<file path="config.mk">
export PLATFORM = sky130hd
export DESIGN_NAME = msq_emit
export DESIGN_NICKNAME = d
export VERILOG_FILES = /design/src/design/msq_pkg.sv /design/src/design/msq_emit.sv
export SDC_FILE = /design/constraint.sdc
export NUM_CORES = 1
export LEC_CHECK = 0
export BUFFER_PORTS_ARGS = -buffer_cell sky130_fd_sc_hd__buf_4
export CORE_AREA = 10 10 142 144
export CTS_CLUSTER_SIZE = 10
export DETAILED_ROUTE_END_ITERATION = 12
export DIE_AREA = 0 0 152 154
export GPL_TIMING_DRIVEN = 0
export PLACE_DENSITY = 0.82
export SLEW_MARGIN = 5
export SYNTH_ARGS = -nofsm -noshare
export SYNTH_HDL_FRONTEND = slang
export SYNTH_SLANG_ARGS = --single-unit
</file>
<file path="constraint.sdc">
create_clock -name clk_i -period 7.5 [get_ports clk_i]
set_clock_uncertainty 0.15 [all_clocks]
set_input_delay 0.75 -clock clk_i [delete_from_list [all_inputs] [get_ports clk_i]]
set_output_delay 0.75 -clock clk_i [all_outputs]
set_load 0.1 [all_outputs]
</file>
<file path="src/design/msq_pkg.sv">
// shared types, constants and case tables for the marching squares cell core
`timescale 1ns / 1ps
`default_nettype none
package msq_pkg;

  localparam int GridSizeDef = 1024;
  localparam int NumLanes    = 4;
  localparam int DivSteps    = 17;
  localparam int StepsPerStg = 3;
  localparam int DivStages   = (DivSteps + StepsPerStg - 1) / StepsPerStg;

  // edge codes, also the lane numbers of the divider
  localparam logic [1:0] SideLeft   = 2'd0;
  localparam logic [1:0] SideRight  = 2'd1;
  localparam logic [1:0] SideBottom = 2'd2;
  localparam logic [1:0] SideTop    = 2'd3;

  // output tdata layout
  localparam int OutSideLo = 0;
  localparam int OutColLo  = 2;
  localparam int OutRowLo  = 28;
  localparam int OutIdxLo  = 54;
  localparam int OutWidth  = 56;
  localparam int InWidth   = 184;

  typedef struct packed {
    logic [3:0] idx;
    logic [9:0] col;
    logic [9:0] row;
  } cell_tag_t;

  // saturation limit of a position
  function automatic logic [25:0] msq_pos_lim(input int grid);
    longint lim;
    begin
      lim = longint'(grid - 1) <<< 16;
      if (lim > 64'h3FF_FFFF) lim = 64'h3FF_FFFF;
      msq_pos_lim = lim[25:0];
    end
  endfunction

  // number of crossings for a case index
  function automatic logic [2:0] msq_count(input logic [3:0] idx);
    begin
      case (idx)
        4'd0, 4'd15: msq_count = 3'd0;
        4'd6, 4'd9:  msq_count = 3'd4;
        default:     msq_count = 3'd2;
      endcase
    end
  endfunction

  // edge of the k-th crossing for a case index
  function automatic logic [1:0] msq_side(input logic [3:0] idx, input logic [1:0] k);
    logic [7:0] s;
    begin
      case (idx)
        4'd1:    s = {SideLeft,   SideLeft,   SideBottom, SideLeft};
        4'd2:    s = {SideLeft,   SideLeft,   SideBottom, SideRight};
        4'd3:    s = {SideLeft,   SideLeft,   SideRight,  SideLeft};
        4'd4:    s = {SideLeft,   SideLeft,   SideTop,    SideLeft};
        4'd5:    s = {SideLeft,   SideLeft,   SideBottom, SideTop};
        4'd6:    s = {SideBottom, SideRight,  SideTop,    SideLeft};
        4'd7:    s = {SideLeft,   SideLeft,   SideRight,  SideTop};
        4'd8:    s = {SideLeft,   SideLeft,   SideRight,  SideTop};
        4'd9:    s = {SideLeft,   SideBottom, SideRight,  SideTop};
        4'd10:   s = {SideLeft,   SideLeft,   SideBottom, SideTop};
        4'd11:   s = {SideLeft,   SideLeft,   SideLeft,   SideTop};
        4'd12:   s = {SideLeft,   SideLeft,   SideRight,  SideLeft};
        4'd13:   s = {SideLeft,   SideLeft,   SideBottom, SideRight};
        4'd14:   s = {SideLeft,   SideLeft,   SideBottom, SideLeft};
        default: s = 8'd0;
      endcase
      msq_side = s[2*k +: 2];
    end
  endfunction

endpackage
`default_nettype wire

</file>
<file path="src/design/msq_emit.sv">
// holds one finished cell, hands out its crossing points one per cycle while tready
`timescale 1ns / 1ps
`default_nettype none
module msq_emit
  import msq_pkg::*;
(
  input  wire logic       clk_i,
  input  wire logic       rst_ni,
  input  wire logic       valid_i,
  output logic            ready_o,
  input  wire logic [3:0] idx_i,
  input  wire logic [NumLanes-1:0][25:0] col_i,
  input  wire logic [NumLanes-1:0][25:0] row_i,
  output logic            m_axis_tvalid,
  input  wire logic       m_axis_tready,
  output logic [OutWidth-1:0] m_axis_tdata, // edge_side, cross_col, cross_row, point_index
  output logic            m_axis_tlast
);

  logic       hold_q;
  logic [3:0] idx_q;
  logic [1:0] k_q;
  logic [NumLanes-1:0][25:0] col_q;
  logic [NumLanes-1:0][25:0] row_q;
  logic [2:0] cnt;
  logic [1:0] side;
  logic       is_last;
  logic       fire;
  logic       load;

  // current point
  assign cnt     = msq_count(idx_q);
  assign side    = msq_side(idx_q, k_q);
  assign is_last = ({1'b0, k_q} == cnt - 3'd1);
  assign fire    = hold_q && m_axis_tready;
  assign ready_o = !hold_q || (fire && is_last);
  assign load    = valid_i && ready_o;

  always_ff @(posedge clk_i or negedge rst_ni) begin
    if (!rst_ni) begin
      hold_q <= 1'b0;
      k_q    <= 2'd0;
    end else if (load) begin
      hold_q <= (msq_count(idx_i) != 3'd0);
      k_q    <= 2'd0;
    end else if (fire) begin
      if (is_last) hold_q <= 1'b0;
      k_q <= k_q + 2'd1;
    end
  end

  always_ff @(posedge clk_i) begin
    if (load) begin
      idx_q <= idx_i;
      col_q <= col_i;
      row_q <= row_i;
    end
  end

  assign m_axis_tvalid = hold_q;
  assign m_axis_tlast  = is_last;
  assign m_axis_tdata  = {k_q, row_q[side], col_q[side], side};

endmodule
`default_nettype wire

</file>
==> out/metrics.csv <==
stage,metric,value,unit
run_status,status,"complete, no violations",
global_route,grt_use_met1,21.1,%
timing,setup_viol,0,
yosys,ys_seq_area_share,77.4,%
setup_path,cp_max_fo,10,
clock_network,clkTransAtPathRegs,0.06,ns
setup_path,reg2reg_setup_slack,4.46,ns
global_route,grt_pass1_vias,5394,
yosys,yosysTopAreaCellShare,75.1,%
floorplan,dieArea,23400,um2
floorplan,ios,275,
floorplan,rows,48,
yosys,synth_warnings,0,
clock_network,h-tree-depth,1,
floorplan,dieHeight,154,um
global_route,grt_start_max_net_pins,140,
yosys,synth_edf_count,212,
timing,relSlewSlack,52.6,%
final_layout,area_growth,36.4,%
final_layout,diodes,0,
routing,firstDrtPassIters,5,
yosys,synth-async-reset-ratio,1.36,%
yosys,synthTopCellsByArea,"edfxtp_1 (75%), mux4_2 (14%), dfxtp_1 (1.4%), mux2i_1 (1.2%), dfrtp_1 (0.89%)",
yosys,synth_nets,592,
setup_path,worstSetupPathType,reg -> out,
timing,tightest_slew,0.711,ns
global_route,track_usage,18.8,%
worst_hold_path,hold_path_class,in -> reg,
timing,rsz0062_at_grt,no,
clock_network,cts_buffers,26,
yosys,ys_types,41,
routing,vias,5027,
yosys,yosysTopAreaCell,edfxtp_1,
placement,hpwl,16700,um
floorplan,coreArea,17200,um2
clock_network,cts_tree,yes,
clock_network,clock_sinks,221,
worst_hold_path,min_to,col_q[81]$_DFFE_PN_,
timing,hold_violations,0,
clock_network,clockRootBuffer,clkbuf_16,
floorplan,die_x,152,um
placement,port_buffers,274,
global_route,grtUsageMet2,33.6,%
global_route,grt.overflow.total,0,
timing,fin_crit_sh,51.0,%
global_route,antenna_found_initial,0,
global_route,busiest_layer,met2,
setup_path,crit_chain,"buf_2, mux2i_1, o21ai_2, buf_6, mux4_2, buf_4",
clock_network,clock_latency,0.51,ns
setup_path,crit_path_top_delay_cell,o21ai_2,
global_route,grt_util_met3,5.97,%
final_layout,fill_cells,1162,
timing,drv_slew,0,
routing,viasPerCell,5.52,
yosys,netlist_instances,373,
floorplan,initial_core_util,49.4,%
global_route,grt_first_pass_wirelength,34000,um
clock_network,clk_path_buf_depth,3,
timing,setup-tns-final,0,ns
setup_path,r2r_start,k_q[1]$_DFFE_PN0P_,
final_layout,drive_gt1_share,55.8,%
timing,max_freq,262,MHz
flow_run,maxCapViolCount,0,
placement,place.gp.congestion,0.891,
worst_hold_path,min_path_cells,1,
setup_path,r2r-end,row_q[61]$_DFFE_PN_,
final_layout,final_nets,896,
setup_path,start_kind,register,
yosys,syn_area_per_cell,22.7,um2
yosys,ys_ff_latch,221,
yosys,synth_flop_cell,edfxtp_1,
routing,finalWirelength,23100,um
setup_path,max_stage_delay,0.56,ns
setup_path,rr_worst_depth,7,
clock_network,cts_setup_buffers,0,
yosys,syn-cell-area,8480,um2
setup_path,worstPathArrival,2.92,ns
setup_path,endpoint_kind,output pin,
worst_hold_path,hold_start,col_i[81],
routing,drc_errors,0,
timing,layout_min_cycle_time,3.82,ns
setup_path,crit_required,6.60,ns
routing,drtAntennaViolNets,0,
routing,drt_iter0_markers,302,
routing,wl_per_cell,25.3,um
-- worst max-delay path, delay by kind of cell (launching register included) --
family | cells | cell delay (ns)
buf+inv | 3 | 0.73
mux | 2 | 0.70
flops | 1 | 0.40
compound gates | 1 | 0.56
-- metal layers --
layer  vias up  part of all wire (%)
met5         -                     0
met4         0                   2.6
met3        41                   8.9
met2       294                    53
met1      2525                    36
li1       2167                     -
-- cell usage in the layout (no fill, tap or decap), drive strengths merged --
| cell | count |
|---|---|
| buf | 292 |
| edfxtp | 212 |
| mux4 | 53 |
| clkbuf | 36 |
| nand2 | 14 |
| mux2i | 10 |
| nor2 | 7 |
| inv | 7 |
| dfxtp | 6 |
| o21ai | 6 |
| nand2b | 3 |
| nor2b | 3 |
| nand3 | 3 |
| ha | 3 |
| dfrtp | 3 |
| o311ai | 3 |
| nand4b | 2 |
| or3 | 2 |
| o2111ai | 2 |
| xnor2 | 1 |
| or2b | 1 |
| o21a | 1 |
| nand4bb | 1 |
| o211ai | 1 |
| a32oi | 1 |
| a211oi | 1 |
| a221oi | 1 |
| a21oi | 1 |
| and4 | 1 |
| nor3 | 1 |
| o221a | 1 |
| nand3b | 1 |
| o31ai | 1 |
| and3 | 1 |
| and2 | 1 |
| o221ai | 1 |
| clkinv | 1 |
| dlygate4sd3 | 1 |
-- repair_timing --
action	4_1_cts	5_1_grt
setup endpoints to repair	0	0
hold buffers	1	0
gates resized for setup	0	0
hold endpoints to repair	3	0
-- Yosys cell counts (2+ instances only) --
master and n:
dfrtp_1 3, nor2b_1 3, mux4_2 53, inv_1 6, mux2i_1 10, buf_4 3
nand2b_1 3, buf_6 6, nand2_1 14, edfxtp_1 212, o311ai_0 2, buf_2 8
ha_1 3, nand3_1 3, or3_1 2, o21ai_0 5, dfxtp_1 6, nand4b_1 2
nor2_1 7
-- state kept, by name (all words and copies together) (netlist names), named ones only --
register / count
idx_q: 4
col_q: 104
row_q: 104
m_axis_tvalid: 1
k_q: 2
-- layout make-up --
type | instances | area, um2 | area share [%]
plain buffers | 18 | 134 | 1.16
well taps | 225 | 282 | 2.43
repair buffers | 276 | 2090 | 18.1
clock inverters | 2 | 22.5 | 0.195
inverters | 6 | 30.0 | 0.260
multi-input cells | 128 | 1760 | 15.2
flip-flops and latches | 221 | 6560 | 56.7
clock buffers | 35 | 684 | 5.91
-- worst max path at each step --
stage | from | end | slack, ns | depth (start not counted)
after detailed placement | k_q[0]$_DFFE_PN0P_ | m_axis_tdata[49] | 4.18 | 6
final | k_q[0]$_DFFE_PN0P_ | m_axis_tdata[49] | 3.68 | 6
after global placement | m_axis_tready | row_q[18]$_DFFE_PN_ | 0.02 | 6
after global routing | k_q[0]$_DFFE_PN0P_ | m_axis_tdata[49] | 3.52 | 6
after CTS | k_q[0]$_DFFE_PN0P_ | m_axis_tdata[49] | 3.61 | 6
after floorplan | k_q[1]$_DFFE_PN0P_ | col_q[0]$_DFFE_PN_ | 0.76 | 6
-- cells by family (layout without fill, tap and decap cells) --
group / Yosys count / in the layout / synth area share [%]
adders and majority gates: 3 / 3 / 0.443
xor gates and xnor gates: 1 / 1 / 0.325
buffers and inverters: 24 / 337 / 1.84
AOI/OAI and AO/OA: 20 / 20 / 2.17
and+or+nand+nor: 41 / 41 / 2.60
muxes: 63 / 63 / 15.3
DFF: 221 / 221 / 77.4
-- through the flow --
step / hold WS, ns / std cells / area (um2) / utilization (%) / setup slack (ns)
finish: 0.254 / 911 / 11600 / 67.4 / 3.68
global route: 0.235 / 911 / 11600 / 67.4 / 3.52
CTS: 0.233 / 911 / 11600 / 67.4 / 3.61
detailed placement: 0.394 / 873 / 10900 / 63.2 / 4.18
global placement: 0.389 / 872 / 10800 / 63.0 / 0.0220
floorplan: 0.304 / 373 / 8480 / - / 0.764
Power is not shown: default switching activity piles up to over one toggle a cycle in this logic, so the estimate is an artifact.
